$ cat src/rtl/attcs_pkg.sv
package attcs_pkg;

  localparam logic [2:0] REQ_ADD      = 3'd0;
  localparam logic [2:0] REQ_REMOVE   = 3'd1;
  localparam logic [2:0] REQ_AFFINITY = 3'd2;
  localparam logic [2:0] REQ_PIN      = 3'd3;
  localparam logic [2:0] REQ_SELECT   = 3'd4;
  localparam logic [2:0] REQ_LOAD     = 3'd5;
  localparam logic [2:0] REQ_BALANCE  = 3'd6;

  localparam logic [1:0] ST_OK       = 2'd0;
  localparam logic [1:0] ST_NOTFOUND = 2'd1;
  localparam logic [1:0] ST_FULL     = 2'd2;
  localparam logic [1:0] ST_RANGE    = 2'd3;

  localparam int HALF_DIVISOR = 2;

  typedef struct packed {
    logic [31:0] id;
    logic [7:0]  mask;
    logic        pinned;
    logic [2:0]  home;
  } entry_t;

  // Command broadcast from the controller to every table cell.
  typedef struct packed {
    logic        match_en;
    logic        do_add;
    logic        do_remove;
    logic        do_affinity;
    logic        do_pin;
    logic [31:0] id;
    logic [7:0]  mask;
    logic [2:0]  core;
  } cell_cmd_t;

endpackage

$ cat src/rtl/attcs_cell.sv
module attcs_cell (
  input  logic                 clk,
  input  logic                 rst,
  input  attcs_pkg::cell_cmd_t cmd,
  input  logic                 occ,
  input  logic                 is_tail,
  input  logic                 prev_hit,
  input  attcs_pkg::entry_t    up_entry,
  output attcs_pkg::entry_t    entry,
  output logic                 hit_out,
  output logic                 first_hit
);
  import attcs_pkg::*;

  logic hit;

  assign first_hit = hit && !prev_hit;
  assign hit_out   = hit || prev_hit;

  always_ff @(posedge clk) begin
    if (rst) begin
      hit <= 1'b0;
    end else if (cmd.match_en) begin
      hit <= occ && (entry.id == cmd.id);
    end
  end

  always_ff @(posedge clk) begin
    if (cmd.do_add && is_tail) begin
      entry <= '{id: cmd.id, mask: cmd.mask, pinned: 1'b0, home: 3'd0};
    end else if (cmd.do_remove && hit_out) begin
      entry <= up_entry;
    end else if (cmd.do_affinity && first_hit) begin
      entry.mask <= cmd.mask;
    end else if (cmd.do_pin && first_hit) begin
      entry.pinned <= 1'b1;
      entry.home   <= cmd.core;
    end
  end
endmodule

$ cat config.mk
export PLATFORM = sky130hd
export DESIGN_NAME = attcs_cell
export DESIGN_NICKNAME = d
export VERILOG_FILES = /design/src/rtl/attcs_pkg.sv /design/src/rtl/attcs_cell.sv
export SDC_FILE = /design/constraint.sdc
export NUM_CORES = 1
export LEC_CHECK = 0
export BUFFER_PORTS_ARGS = -buffer_cell sky130_fd_sc_hd__buf_2
export CAP_MARGIN = 10
export CORE_UTILIZATION = 35
export DETAILED_ROUTE_END_ITERATION = 12
export GPL_TIMING_DRIVEN = 1
export PLACE_DENSITY = 0.67
export SLEW_MARGIN = 40
export SYNTH_ARGS = -nofsm -noshare
export SYNTH_HDL_FRONTEND = slang
export SYNTH_SLANG_ARGS = --single-unit
$ cat constraint.sdc
create_clock -name clk -period 6.29 [get_ports clk]
set_input_delay 0.9435 -clock clk [delete_from_list [all_inputs] [get_ports clk]]
set_output_delay 0.9435 -clock clk [all_outputs]
set_load 0.02 [all_outputs]
==> results of run 1 <==
final cells by class:
class	count	share of cell area, %
sequential	45	39.6
multi-input combinational	106	33.1
timing repair buffer	143	21.9
tap	77	2.93
clock buffer	8	2.44
registers in the layout (all words and copies together), names as in the netlist:
name and cells:
hit 1, entry 44
kinds of logic (layout without fill, tap and decap cells):
logic type	Yosys count	after routing	synth area share, %
flip-flops	45	45	53.7
multiplexers	43	43	24.2
XOR/XNOR	32	32	11.6
AND/OR/NAND/NOR	24	24	6.45
AO/OA/AOI/OAI	7	7	2.74
buffers and inverters	3	151	1.39
critical path, cell delays in order:
cell	delay [ns]
sky130_fd_sc_hd__buf_2	0.10
sky130_fd_sc_hd__or2_4	0.25
sky130_fd_sc_hd__buf_2	0.16
per-stage QoR:
stage	power [mW]	instance area, sq um
after CTS	0.767	3280
final	0.755	3280
after global routing	0.794	3280
after detailed placement	0.592	3200
after floorplan	0.511	2420
after global placement	0.590	3200
per-layer routing:
| metal | wire length (um) | vias to the layer above |
|---|---|---|
| met5 | 0 | - |
| met4 | 43 | 0 |
| met3 | 529 | 4 |
| met2 | 2580 | 96 |
| met1 | 2350 | 788 |
| li1 | - | 876 |
worst paths after layout:
path                            startpoint  endpoint  slack [ns]
worst max-delay path              prev_hit   hit_out        3.89
worst min-delay path                   hit       hit        0.51
worst max register to register   entry[36]       hit        4.78
worst min register to register         hit       hit        0.51
report_power, final:
part | total [mW] | switching, mW | internal (mW)
sequential | 0.384 | 0.0184 | 0.365
clock | 0.173 | 0.0935 | 0.0791
combinational | 0.199 | 0.104 | 0.0949
total | 0.755 | 0.216 | 0.539
placed cells by master, fill, tap and decap left out, drive strengths merged:
| cell | count |
|---|---|
| edfxtp | 40 |
| xnor2 | 23 |
| nand3 | 1 |
| and2b | 1 |
| a21o | 1 |
| a221oi | 3 |
| or2 | 1 |
| mux2 | 40 |
| dfxtp | 5 |
| nor4 | 4 |
| nand2 | 6 |
| o221a | 1 |
| mux2i | 3 |
| clkbuf | 8 |
| nand3b | 1 |
| o21ai | 1 |
| buf | 143 |
| nand4 | 6 |
| a21oi | 1 |
| xor2 | 9 |
| nor2 | 4 |
==> flow_summary.html, run 1 <==
<table>
<tr><th>Metric</th><th>Value</th></tr>
<tr><th colspan="2">Die</th></tr>
<tr><td>Std-Cell Rows</td><td>29</td></tr>
<tr><td>Ports</td><td>143</td></tr>
<tr><td>X dimension of the die</td><td>between 80 and 90 um</td></tr>
<tr><td>Initial Utilization</td><td>a little under two fifths</td></tr>
<tr><td>Die Ht</td><td>between 80 and 90 um</td></tr>
<tr><td>Placeable core area</td><td>between 6000 and 7000 sq um</td></tr>
<tr><td>Total Die Area</td><td>7260 sq um</td></tr>
<tr><th colspan="2">Pwr</th></tr>
<tr><td>Leakage power of the design</td><td>approximately 1.5 nW</td></tr>
<tr><td>Power per Cell Area</td><td>between 200 and 250 nW/um^2</td></tr>
<tr><td>Worst-case vdd ir drop</td><td>about 120 uV</td></tr>
<tr><th colspan="2">Logic synthesis</th></tr>
<tr><td>Post-synth EDFFs</td><td>40</td></tr>
<tr><td>Synth Instances</td><td>approximately 150</td></tr>
<tr><td>Synthesis warning total</td><td>0</td></tr>
<tr><td>Leading cell type by number of instances after synthesis</td><td>sky130_fd_sc_hd__edfxtp_1</td></tr>
<tr><td>Area share of the largest cell type after synthesis</td><td>between 40 and 50%</td></tr>
<tr><td>Proportion of synthesized chip area in sequential cells</td><td>a little over half</td></tr>
<tr><td>Most frequent cells after synthesis</td><td>sky130_fd_sc_hd__edfxtp_1 (40), sky130_fd_sc_hd__mux2_4 (28), sky130_fd_sc_hd__xnor2_1 (23)</td></tr>
<tr><td>Flip-flop and latch count after synthesis</td><td>between 40 and 50</td></tr>
<tr><td>Post-synthesis net count</td><td>approximately 250</td></tr>
<tr><td>Top cell type by total area after synthesis</td><td>sky130_fd_sc_hd__edfxtp_1</td></tr>
<tr><td>Synth Area per Inst</td><td>~16 sq um</td></tr>
<tr><td>Main flop type after synthesis</td><td>sky130_fd_sc_hd__edfxtp_1</td></tr>
<tr><td>Count of distinct cell types in the synthesized netlist</td><td>24</td></tr>
<tr><td>Mapped Area</td><td>2420 sq um</td></tr>
<tr><td>Top cells by area, synth</td><td>sky130_fd_sc_hd__edfxtp_1 (50%), sky130_fd_sc_hd__mux2_4 (17%), sky130_fd_sc_hd__xnor2_1 (8.3%), sky130_fd_sc_hd__mux2_2 (5.6%), sky130_fd_sc_hd__dfxtp_1 (4.1%)</td></tr>
<tr><td>Proportion of synthesized flip-flops having asynchronous set or reset</td><td>0%</td></tr>
<tr><th colspan="2">Timing</th></tr>
<tr><td>Tmin final</td><td>2.40 ns</td></tr>
<tr><td>Period Utilization, post-route</td><td>between 30% and 40%</td></tr>
<tr><td>Slew Limit Fails</td><td>0</td></tr>
<tr><td>Unrepaired setup endpoints after global routing</td><td>false</td></tr>
<tr><td>Clk_skew</td><td>~0.0028 ns</td></tr>
<tr><td>Final-report setup violation count</td><td>0</td></tr>
<tr><td>Post-Route Hold Slack</td><td>between 0.5 and 0.6 ns</td></tr>
<tr><td>Final number of hold-violating endpoints</td><td>0</td></tr>
<tr><td>Total negative slack</td><td>0 ns</td></tr>
<tr><td>Fmax</td><td>about 420 MHz</td></tr>
<tr><td>Tightest Pin Transition</td><td>around 0.63 ns</td></tr>
<tr><td>Post-layout worst setup margin</td><td>3.89 ns</td></tr>
<tr><td>Slew headroom</td><td>58.2%</td></tr>
<tr><th colspan="2">Clocking</th></tr>
<tr><td>Number of levels the H-tree was split into</td><td>2</td></tr>
<tr><td>Number of hold buffers added after cts</td><td>0</td></tr>
<tr><td>CTS root buf</td><td>sky130_fd_sc_hd__clkbuf_8</td></tr>
<tr><td>Later-pin clock latency in the skew report</td><td>between 0.2 and 0.3 ns</td></tr>
<tr><td>TritonCTS clock tree</td><td>done</td></tr>
<tr><td>Resized cells post-CTS</td><td>0</td></tr>
<tr><td>Clk sinks</td><td>45</td></tr>
<tr><td>Inserted Clock Buffers</td><td>5</td></tr>
<tr><td>Maximum buffer depth of the clock tree</td><td>2</td></tr>
<tr><td>Reg clk slew, reported paths</td><td>roughly 0.080 ns</td></tr>
<tr><td>Setup bufs post-CTS</td><td>0</td></tr>
<tr><th colspan="2">Finish</th></tr>
<tr><td>N_diodes</td><td>0</td></tr>
<tr><td>Area added between synthesis and finish</td><td>35.5%</td></tr>
<tr><td>Share of final-layout standard cells stronger than drive strength 1</td><td>between 60% and 70%</td></tr>
<tr><td>Non-filler cells, final</td><td>between 300 and 400</td></tr>
<tr><td>Share of the core filled with cells in the final layout</td><td>50.3%</td></tr>
<tr><td>Area of combinational cells with multiple inputs</td><td>1090 sq um</td></tr>
<tr><td>Area taken by flip-flops and latches</td><td>approximately 1300 sq um</td></tr>
<tr><td>Number of filler instances in the final layout</td><td>about 600</td></tr>
<tr><td>Final net count</td><td>between 300 and 400</td></tr>
<tr><th colspan="2">Critical path</th></tr>
<tr><td>Worst-path maximum fanout</td><td>2</td></tr>
<tr><td>Type of the worst setup path</td><td>in -&gt; out</td></tr>
<tr><td>Worst R2R Path Depth</td><td>5</td></tr>
<tr><td>Data required time of the critical path</td><td>5.35 ns</td></tr>
<tr><td>Crit path launch type</td><td>input pin</td></tr>
<tr><td>Critical path endpoint category</td><td>primary output</td></tr>
<tr><td>Data arrival time at the worst-slack endpoint</td><td>1.46 ns</td></tr>
<tr><th colspan="2">Routing</th></tr>
<tr><td>Post-detailed-routing wire length</td><td>5510 um</td></tr>
<tr><td>Total DRC errors in the routed layout</td><td>0</td></tr>
<tr><td>Vias per inst</td><td>between 4 and 5</td></tr>
<tr><td>Number of nets still failing antenna checks after routing</td><td>0</td></tr>
<tr><td>Detailed Routing Iterations Pass 1</td><td>2</td></tr>
<tr><td>Number of design-rule violations left by the first detailed-router iteration</td><td>39</td></tr>
<tr><td>Detailed-route wire length per cell</td><td>14.5 um</td></tr>
<tr><td>Number of vias in the routed layout</td><td>~1800</td></tr>
<tr><th colspan="2">Hold path</th></tr>
<tr><td>Hold Path Stages</td><td>2</td></tr>
<tr><td>Worst min-delay path category</td><td>reg -&gt; reg</td></tr>
<tr><th colspan="2">Global route</th></tr>
<tr><td>Global Route Usage Sum</td><td>approximately 16%</td></tr>
<tr><td>Initial antenna violation count</td><td>0</td></tr>
<tr><td>Sum of overflow across all layers after global routing</td><td>0</td></tr>
<tr><td>Busiest metal layer after global routing</td><td>met2</td></tr>
<tr><td>Met1 Track Usage GR</td><td>between 10% and 20%</td></tr>
<tr><td>Met2 capacity usage during global routing</td><td>between 20% and 30%</td></tr>
<tr><td>Via count of the first global-routing pass</td><td>approximately 1800</td></tr>
<tr><td>GR Layer Usage met3</td><td>a little over 6%</td></tr>
<tr><td>Pin count of the biggest net entering global routing</td><td>35</td></tr>
<tr><td>Wire length of the first global-routing pass</td><td>about 8600 um</td></tr>
<tr><th colspan="2">Placed design</th></tr>
<tr><td>HPWL reported at the end of detailed placement</td><td>4290 um</td></tr>
<tr><td>Number of I/O port buffers</td><td>around 140</td></tr>
<tr><td>Worst setup slack before clock tree synthesis</td><td>3.79 ns</td></tr>
<tr><td>Dpl cells</td><td>~370</td></tr>
<tr><td>GPL Wtd Cong</td><td>approximately 0.75</td></tr>
<tr><th colspan="2">Run status</th></tr>
<tr><td>Run status</td><td>complete, no violations</td></tr>
<tr><th colspan="2">Flow run</th></tr>
<tr><td>Max Cap Violations</td><td>0</td></tr>
</table>
Power figures use the tool's default switching activity.
==> run 2, diff against run 1 <==
PLACE_DENSITY = 0.69   (was 0.67)
clock period = 2 ns   (was 6.29 ns; I/O delays follow)
==> flow_summary.html, run 2 (synthesis gave the netlist of run 1 again) <==
<table>
<tr><th>Metric</th><th>Value</th></tr>
<tr><th colspan="2">Run status</th></tr>
<tr><td>Run status</td><td>complete, no violations</td></tr>
<tr><th colspan="2">Finish</th></tr>
<tr><td>Flip-flop count of the largest register, all copies and words added</td><td>44 (unchanged)</td></tr>
<tr><td>Most frequent standard cell in the layout excluding fill and tap cells</td><td>sky130_fd_sc_hd__buf_2</td></tr>
<tr><td>Number of filler instances in the final layout</td><td>603 (+0.33%)</td></tr>
<tr><td>Area of combinational cells with multiple inputs</td><td>1090 sq um (+0.23%)</td></tr>
<tr><td>Biggest register</td><td>entry</td></tr>
<tr><td>Largest regs</td><td>entry x44, hit x1</td></tr>
<tr><td>Final Cell Area</td><td>3320 sq um (+0.99%)</td></tr>
<tr><td>Final net count</td><td>400 (+0.50%)</td></tr>
<tr><td>Area added between synthesis and finish</td><td>36.9%</td></tr>
<tr><td>Share of final-layout standard cells stronger than drive strength 1</td><td>65.8% (+1.2 points)</td></tr>
<tr><td>N_diodes</td><td>0 (unchanged)</td></tr>
<tr><td>Highest-count cells in the layout ignoring fill and taps</td><td>sky130_fd_sc_hd__buf_2 (142), sky130_fd_sc_hd__edfxtp_1 (40), sky130_fd_sc_hd__mux2_4 (28)</td></tr>
<tr><td>Area taken by flip-flops and latches</td><td>1300 sq um (unchanged)</td></tr>
<tr><td>Share of the core filled with cells in the final layout</td><td>50.8% (+0.50 points)</td></tr>
<tr><th colspan="2">Global route</th></tr>
<tr><td>Initial antenna violation count</td><td>0 (unchanged)</td></tr>
<tr><td>Pin count of the biggest net entering global routing</td><td>33 (-5.7%)</td></tr>
<tr><td>Via count of the first global-routing pass</td><td>1821 (+1.3%)</td></tr>
<tr><td>Global Route Usage Sum</td><td>15.4% (-0.20 points)</td></tr>
<tr><td>Sum of overflow across all layers after global routing</td><td>0 (unchanged)</td></tr>
<tr><td>Wire length of the first global-routing pass</td><td>8540 um (-0.80%)</td></tr>
<tr><th colspan="2">Clocking</th></tr>
<tr><td>Clk sinks</td><td>45 (unchanged)</td></tr>
<tr><td>Setup bufs post-CTS</td><td>0 (unchanged)</td></tr>
<tr><td>Reg clk slew, reported paths</td><td>0.09 ns (about the same)</td></tr>
<tr><td>TritonCTS clock tree</td><td>done</td></tr>
<tr><td>Resized cells post-CTS</td><td>0 (unchanged)</td></tr>
<tr><td>Later-pin clock latency in the skew report</td><td>0.29 ns (about the same)</td></tr>
<tr><td>CTS root buf</td><td>sky130_fd_sc_hd__clkbuf_8</td></tr>
<tr><td>Inserted Clock Buffers</td><td>5 (unchanged)</td></tr>
<tr><td>Maximum buffer depth of the clock tree</td><td>2 (unchanged)</td></tr>
<tr><td>Number of levels the H-tree was split into</td><td>2 (unchanged)</td></tr>
<tr><td>Number of hold buffers added after cts</td><td>0 (unchanged)</td></tr>
<tr><th colspan="2">Routing</th></tr>
<tr><td>Vias per inst</td><td>4.77 (+2.4%)</td></tr>
<tr><td>Number of design-rule violations left by the first detailed-router iteration</td><td>32 (-18%)</td></tr>
<tr><td>Number of vias in the routed layout</td><td>1816 (+2.9%)</td></tr>
<tr><td>Detailed-route wire length per cell</td><td>14.3 um (-1.7%)</td></tr>
<tr><td>Number of nets still failing antenna checks after routing</td><td>0 (unchanged)</td></tr>
<tr><td>Detailed Routing Iterations Pass 1</td><td>3 (+1)</td></tr>
<tr><td>Total DRC errors in the routed layout</td><td>0 (unchanged)</td></tr>
<tr><td>Post-detailed-routing wire length</td><td>5440 um (-1.2%)</td></tr>
<tr><th colspan="2">Critical path</th></tr>
<tr><td>Delay of the slowest cell on the worst path</td><td>0.42 ns (+0.17 ns)</td></tr>
<tr><td>Cell mode on critical path</td><td>sky130_fd_sc_hd__nand4_1</td></tr>
<tr><td>Delay-heaviest family, CP</td><td>simple AND/OR/NAND/NOR gates</td></tr>
<tr><td>Crit path launch type</td><td>flop</td></tr>
<tr><td>Slowest stage cell on the critical path</td><td>sky130_fd_sc_hd__edfxtp_1</td></tr>
<tr><td>Worst Path Buf+Inv</td><td>1 (-1)</td></tr>
<tr><td>Critical path endpoint category</td><td>flop</td></tr>
<tr><td>Worst R2R Path Depth</td><td>6 (+1)</td></tr>
<tr><td>Stages on the worst setup path</td><td>6 (+3)</td></tr>
<tr><td>Type of the worst setup path</td><td>reg -&gt; reg</td></tr>
<tr><td>Cell-by-cell trace of the critical path</td><td>xnor2_1, nand4_1, nor4_1, buf_4, nand4_1, o21ai_0</td></tr>
<tr><td>Worst-path maximum fanout</td><td>2 (unchanged)</td></tr>
<tr><td>Data arrival time at the worst-slack endpoint</td><td>1.70 ns (+0.24 ns)</td></tr>
<tr><td>Data required time of the critical path</td><td>2.23 ns (-3.12 ns)</td></tr>
<tr><th colspan="2">Hold path</th></tr>
<tr><td>Hold Path Stages</td><td>2 (unchanged)</td></tr>
<tr><td>Worst min-delay path category</td><td>in -&gt; reg</td></tr>
<tr><th colspan="2">Timing</th></tr>
<tr><td>Unrepaired setup endpoints after global routing</td><td>false</td></tr>
<tr><td>Final-report setup violation count</td><td>0 (unchanged)</td></tr>
<tr><td>Fmax</td><td>just under 700 MHz</td></tr>
<tr><td>Slew headroom</td><td>70.3% (+12 points)</td></tr>
<tr><td>Post-layout worst setup margin</td><td>0.527 ns (-3.36 ns)</td></tr>
<tr><td>Total negative slack</td><td>0 ns (unchanged)</td></tr>
<tr><td>Tightest Pin Transition</td><td>0.445 ns (-0.182 ns)</td></tr>
<tr><td>Post-Route Hold Slack</td><td>0.287 ns (-0.221 ns)</td></tr>
<tr><td>Slew Limit Fails</td><td>0 (unchanged)</td></tr>
<tr><td>Tmin final</td><td>roughly 1.5 ns</td></tr>
<tr><td>Final number of hold-violating endpoints</td><td>0 (unchanged)</td></tr>
<tr><td>Clk_skew</td><td>0.00698 ns (+0.00421 ns)</td></tr>
<tr><td>Period Utilization, post-route</td><td>73.7%</td></tr>
<tr><th colspan="2">Placed design</th></tr>
<tr><td>GPL Wtd Cong</td><td>0.755 (+0.90%)</td></tr>
<tr><td>HPWL reported at the end of detailed placement</td><td>4300 um (+0.14%)</td></tr>
<tr><td>Worst setup slack before clock tree synthesis</td><td>0.431 ns (-3.36 ns)</td></tr>
<tr><td>Number of I/O port buffers</td><td>142 (unchanged)</td></tr>
<tr><td>Area of placed instances</td><td>3230 sq um (+0.94%)</td></tr>
<tr><th colspan="2">Die</th></tr>
<tr><td>Std-Cell Rows</td><td>29 (unchanged)</td></tr>
<tr><td>Ports</td><td>143 (unchanged)</td></tr>
<tr><td>X dimension of the die</td><td>85.2 um (unchanged)</td></tr>
<tr><td>Total Die Area</td><td>7260 sq um (unchanged)</td></tr>
<tr><td>Placeable core area</td><td>6530 sq um (unchanged)</td></tr>
<tr><td>Die Ht</td><td>85.2 um (unchanged)</td></tr>
<tr><td>Initial Utilization</td><td>37.1% (unchanged)</td></tr>
<tr><th colspan="2">Pwr</th></tr>
<tr><td>Leakage power of the design</td><td>1.53 nW (+1.4%)</td></tr>
<tr><td>Power per Cell Area</td><td>718 nW/um^2 (+210%)</td></tr>
<tr><td>Worst-case vdd ir drop</td><td>323 uV (+180%)</td></tr>
<tr><th colspan="2">Flow run</th></tr>
<tr><td>Max Cap Violations</td><td>0 (unchanged)</td></tr>
</table>
-- run 2: layer usage --
layer / wire length [um] / up-vias / part of all wire (%) / track usage (%)
met3: 560 / 5 / 10 / 6.52
met2: 2620 / 95 / 48 / 26.4
met4: 51 / 0 / 0.94 / 3.70
met1: 2200 / 837 / 40 / 17.8
li1: - / 879 / - / -
met5: 0 / - / 0 / 0
-- run 2: layout make-up --
class | count | share of cell area (%)
clock inverter | 2 | 0.302
timing repair buffer | 145 | 22.5
clock buffer | 6 | 2.19
sequential | 45 | 39.2
tap | 77 | 2.90
multi-input combinational | 106 | 32.9
-- run 2: path summary, 6_finish.rpt --
kind | start | to | slack, ns
setup / recovery | entry[23] | hit | 0.53
hold / removal | up_entry[3] | entry[3] | 0.29
setup reg to reg | entry[23] | hit | 0.53
hold reg to reg | hit | hit | 0.49
-- run 2: where the power goes --
part           internal [mW]  switching [mW]
registers               1.15          0.0561
clock network          0.243           0.306
logic                  0.302           0.327
total                   1.69           0.689
-- run 2: through the flow --
step	total power, mW	cells
after floorplan	1.61	154
after global placement	1.85	373
after detailed placement	1.86	373
after CTS	2.42	381
after global routing	2.50	381
final	2.38	381
==> run 3, diff against run 2 <==
ABC_AREA = 1   (was not set)
clock period = 1.3 ns   (was 2 ns; I/O delays follow)
==> flow_summary.html, run 3 <==
<table>
<tr><th>Metric</th><th>Value</th></tr>
<tr><th colspan="2">Timing</th></tr>
<tr><td>Slew Limit Fails</td><td>0 (unchanged)</td></tr>
<tr><td>Slew headroom</td><td>66.6% (-3.7 points)</td></tr>
<tr><td>Post-Route Hold Slack</td><td>0.0465 ns (-0.240 ns)</td></tr>
<tr><td>Final number of hold-violating endpoints</td><td>0 (unchanged)</td></tr>
<tr><td>Unrepaired setup endpoints after global routing</td><td>true</td></tr>
<tr><td>Final-report setup violation count</td><td>0 (unchanged)</td></tr>
<tr><td>Tmin final</td><td>~1.3 ns</td></tr>
<tr><td>Total negative slack</td><td>0 ns (unchanged)</td></tr>
<tr><td>Fmax</td><td>around 770 MHz</td></tr>
<tr><td>Period Utilization, post-route</td><td>roughly 100%</td></tr>
<tr><td>Tightest Pin Transition</td><td>0.500 ns (+0.0553 ns)</td></tr>
<tr><td>Clk_skew</td><td>0.00810 ns (+0.00112 ns)</td></tr>
<tr><th colspan="2">Logic synthesis</th></tr>
<tr><td>Post-synth EDFFs</td><td>40 (unchanged)</td></tr>
<tr><td>Post-synthesis net count</td><td>397 (+58%)</td></tr>
<tr><td>Proportion of synthesized chip area in sequential cells</td><td>52.5% (-1.2 points)</td></tr>
<tr><td>Top cell type by total area after synthesis</td><td>sky130_fd_sc_hd__edfxtp_1</td></tr>
<tr><td>Synthesis warning total</td><td>0 (unchanged)</td></tr>
<tr><td>Synth Area per Inst</td><td>8.26 sq um (-48%)</td></tr>
<tr><td>Proportion of synthesized flip-flops having asynchronous set or reset</td><td>0% (unchanged)</td></tr>
<tr><td>Synth Instances</td><td>300 (+95%)</td></tr>
<tr><td>Most frequent cells after synthesis</td><td>sky130_fd_sc_hd__nand2_1 (110), sky130_fd_sc_hd__inv_1 (42), sky130_fd_sc_hd__edfxtp_1 (40)</td></tr>
<tr><td>Mapped Area</td><td>2480 sq um (+2.3%)</td></tr>
<tr><td>Main flop type after synthesis</td><td>sky130_fd_sc_hd__edfxtp_1</td></tr>
<tr><td>Count of distinct cell types in the synthesized netlist</td><td>26 (+8.3%)</td></tr>
<tr><td>Area share of the largest cell type after synthesis</td><td>48.5% (-1.1 points)</td></tr>
<tr><td>Leading cell type by number of instances after synthesis</td><td>sky130_fd_sc_hd__nand2_1</td></tr>
<tr><td>Flip-flop and latch count after synthesis</td><td>45 (unchanged)</td></tr>
<tr><td>Top cells by area, synth</td><td>sky130_fd_sc_hd__edfxtp_1 (48%), sky130_fd_sc_hd__nand2_1 (17%), sky130_fd_sc_hd__inv_1 (6.4%), sky130_fd_sc_hd__o21ai_0 (5.0%), sky130_fd_sc_hd__dfxtp_1 (4.0%)</td></tr>
<tr><th colspan="2">Global route</th></tr>
<tr><td>Via count of the first global-routing pass</td><td>2258 (+24%)</td></tr>
<tr><td>Met1 Track Usage GR</td><td>21.1% (+3.3 points)</td></tr>
<tr><td>Met2 capacity usage during global routing</td><td>30.0% (+3.6 points)</td></tr>
<tr><td>Initial antenna violation count</td><td>0 (unchanged)</td></tr>
<tr><td>Busiest metal layer after global routing</td><td>met2</td></tr>
<tr><td>Global Route Usage Sum</td><td>17.0% (+1.6 points)</td></tr>
<tr><td>Wire length of the first global-routing pass</td><td>9930 um (+16%)</td></tr>
<tr><td>Sum of overflow across all layers after global routing</td><td>0 (unchanged)</td></tr>
<tr><td>Pin count of the biggest net entering global routing</td><td>33 (unchanged)</td></tr>
<tr><td>GR Layer Usage met3</td><td>3.95% (-2.6 points)</td></tr>
<tr><th colspan="2">Critical path</th></tr>
<tr><td>Crit path launch type</td><td>flop</td></tr>
<tr><td>Data required time of the critical path</td><td>1.11 ns (-1.12 ns)</td></tr>
<tr><td>CP startpoint</td><td>hit</td></tr>
<tr><td>Data arrival time at the worst-slack endpoint</td><td>1.10 ns (-0.60 ns)</td></tr>
<tr><td>Type of the worst setup path</td><td>reg -&gt; out</td></tr>
<tr><td>Worst-path maximum fanout</td><td>3 (+1)</td></tr>
<tr><td>Delay-heaviest family, CP</td><td>flip-flops</td></tr>
<tr><td>Cell-by-cell trace of the critical path</td><td>or2_2, buf_2</td></tr>
<tr><td>Critical path endpoint category</td><td>primary output</td></tr>
<tr><td>Worst Path Buf+Inv</td><td>1 (unchanged)</td></tr>
<tr><td>Slowest stage cell on the critical path</td><td>sky130_fd_sc_hd__dfxtp_1</td></tr>
<tr><td>Reg-to-Reg Start</td><td>hit</td></tr>
<tr><td>Delay of the slowest cell on the worst path</td><td>0.34 ns (-0.08 ns)</td></tr>
<tr><th colspan="2">Routing</th></tr>
<tr><td>Detailed-route wire length per cell</td><td>11.7 um (-18%)</td></tr>
<tr><td>Number of nets still failing antenna checks after routing</td><td>0 (unchanged)</td></tr>
<tr><td>Post-detailed-routing wire length</td><td>6430 um (+18%)</td></tr>
<tr><td>Number of design-rule violations left by the first detailed-router iteration</td><td>98 (+210%)</td></tr>
<tr><td>Vias per inst</td><td>4.38 (-8.0%)</td></tr>
<tr><td>Number of vias in the routed layout</td><td>2398 (+32%)</td></tr>
<tr><td>Total DRC errors in the routed layout</td><td>0 (unchanged)</td></tr>
<tr><td>Detailed Routing Iterations Pass 1</td><td>4 (+1)</td></tr>
<tr><th colspan="2">Clocking</th></tr>
<tr><td>Number of levels the H-tree was split into</td><td>2 (unchanged)</td></tr>
<tr><td>Number of hold buffers added after cts</td><td>0 (unchanged)</td></tr>
<tr><td>Later-pin clock latency in the skew report</td><td>0.30 ns (about the same)</td></tr>
<tr><td>CTS root buf</td><td>sky130_fd_sc_hd__clkbuf_8</td></tr>
<tr><td>Clk sinks</td><td>45 (unchanged)</td></tr>
<tr><td>TritonCTS clock tree</td><td>done</td></tr>
<tr><td>Reg clk slew, reported paths</td><td>0.08 ns (about the same)</td></tr>
<tr><td>Maximum buffer depth of the clock tree</td><td>2 (unchanged)</td></tr>
<tr><td>Inserted Clock Buffers</td><td>5 (unchanged)</td></tr>
<tr><th colspan="2">Finish</th></tr>
<tr><td>Final net count</td><td>547 (+37%)</td></tr>
<tr><td>Area added between synthesis and finish</td><td>40.3%</td></tr>
<tr><td>N_diodes</td><td>0 (unchanged)</td></tr>
<tr><td>Flip-flop count of the largest register, all copies and words added</td><td>44 (unchanged)</td></tr>
<tr><td>Number of filler instances in the final layout</td><td>712 (+18%)</td></tr>
<tr><td>Share of final-layout standard cells stronger than drive strength 1</td><td>40.1% (-26 points)</td></tr>
<tr><td>Most frequent standard cell in the layout excluding fill and tap cells</td><td>sky130_fd_sc_hd__buf_2</td></tr>
<tr><td>Final Cell Area</td><td>3480 sq um (+4.9%)</td></tr>
<tr><td>Largest regs</td><td>entry x44, hit x1</td></tr>
<tr><td>Biggest register</td><td>entry</td></tr>
<tr><td>Highest-count cells in the layout ignoring fill and taps</td><td>sky130_fd_sc_hd__buf_2 (141), sky130_fd_sc_hd__nand2_1 (108), sky130_fd_sc_hd__inv_1 (42)</td></tr>
<tr><th colspan="2">Die</th></tr>
<tr><td>Ports</td><td>143 (unchanged)</td></tr>
<tr><td>Std-Cell Rows</td><td>30 (+3.4%)</td></tr>
<tr><td>Total Die Area</td><td>7420 sq um (+2.2%)</td></tr>
<tr><td>Initial Utilization</td><td>36.3% (-0.83 points)</td></tr>
<tr><td>Die Ht</td><td>86.2 um (+1.1%)</td></tr>
<tr><td>X dimension of the die</td><td>86.2 um (+1.1%)</td></tr>
<tr><td>Placeable core area</td><td>6830 sq um (+4.6%)</td></tr>
<tr><th colspan="2">Run status</th></tr>
<tr><td>Run status</td><td>complete, no violations</td></tr>
<tr><th colspan="2">Flow run</th></tr>
<tr><td>Max Cap Violations</td><td>0 (unchanged)</td></tr>
<tr><th colspan="2">Placed design</th></tr>
<tr><td>Area of placed instances</td><td>3350 sq um (+3.4%)</td></tr>
<tr><td>GPL Wtd Cong</td><td>0.799 (+5.8%)</td></tr>
<tr><td>HPWL reported at the end of detailed placement</td><td>5040 um (+17%)</td></tr>
<tr><td>Number of I/O port buffers</td><td>142 (unchanged)</td></tr>
<tr><th colspan="2">Hold path</th></tr>
<tr><td>Worst min-delay path category</td><td>in -&gt; reg</td></tr>
<tr><td>Launch instance of the worst min-delay path</td><td>rst</td></tr>
<tr><th colspan="2">Pwr</th></tr>
<tr><td>Power per Cell Area</td><td>995 nW/um^2 (+39%)</td></tr>
<tr><td>Worst-case vdd ir drop</td><td>398 uV (+23%)</td></tr>
<tr><td>Leakage power of the design</td><td>1.80 nW (+17%)</td></tr>
</table>
## run 3: cell types whose count changed after synthesis, sizes merged, moves of 4 or more
cell	change
inv	+44
nor4	-4
xnor2	-17
mux2	-32
nand3	+6
o21ai	+27
xor2	-7
nor2	+19
nand2	+106
or2	+5
## run 3: cell families after synthesis
| family | count (synthesis) | share of synthesized area, % |
|---|---|---|
| DFF | 45 | 52.5 |
| buffers and inverters | 51 | 8.03 |
| xor gates and xnor gates | 8 | 2.83 |
| and+or+nand+nor | 152 | 25.2 |
| muxes | 8 | 3.63 |
| AOI/OAI and AO/OA | 36 | 7.77 |
## run 3: cell type report
type,instances,area [sq um],area share (%)
clock buffer,6,72.6,2.09
clock inverter,2,10.0,0.288
inverter,44,170,4.89
multi-input combinational,204,1020,29.3
sequential,45,1300,37.4
tap,96,120,3.45
timing repair buffer,150,786,22.6
## run 3: what timing repair did
| item | CTS | global route |
|---|---|---|
| gates resized for setup | 3 | 5 |
| setup buffers | 0 | 2 |
| endpoints found under the setup margin | 16 | 14 |
| pin swaps | 1 | 2 |
| cloned | 0 | 0 |
## run 3: power breakdown
| group | switching [mW] | leakage (nW) | total [mW] | internal, mW |
|---|---|---|---|---|
| sequential | 0.0644 | 0.432 | 1.78 | 1.72 |
| clock | 0.480 | 0.0450 | 0.854 | 0.374 |
| combinational | 0.480 | 1.32 | 0.825 | 0.345 |
| total | 1.02 | 1.80 | 3.46 | 2.44 |
## run 3: per-stage QoR
step | worst slack (ns) | total power [mW] | std cells | utilization [%]
6_report | 0.00534 | 3.46 | 547 | 50.9
5_1_grt | -0.0549 | 3.64 | 547 | 50.9
4_1_cts | 0.0126 | 3.49 | 545 | 50.5
3_5_place_dp | -0.0205 | 2.63 | 537 | 49.0
3_3_place_gp | 0.0145 | 2.61 | 537 | 49.0
2_1_floorplan | -0.0307 | 2.26 | 300 | -
## run 3: path summary, 6_finish.rpt
check	to	slack, ns	cells past startpoint
setup / recovery	hit_out	0.005	2
hold / removal	hit	0.05	2
setup reg to reg	entry[9]	0.04	3
hold reg to reg	entry[0]	0.46	2
## run 3: per-layer routing
metal | wire length, um | up-vias
met5 | 0 | -
met4 | 57 | 0
met3 | 391 | 5
met2 | 3150 | 75
met1 | 2830 | 1064
li1 | - | 1254
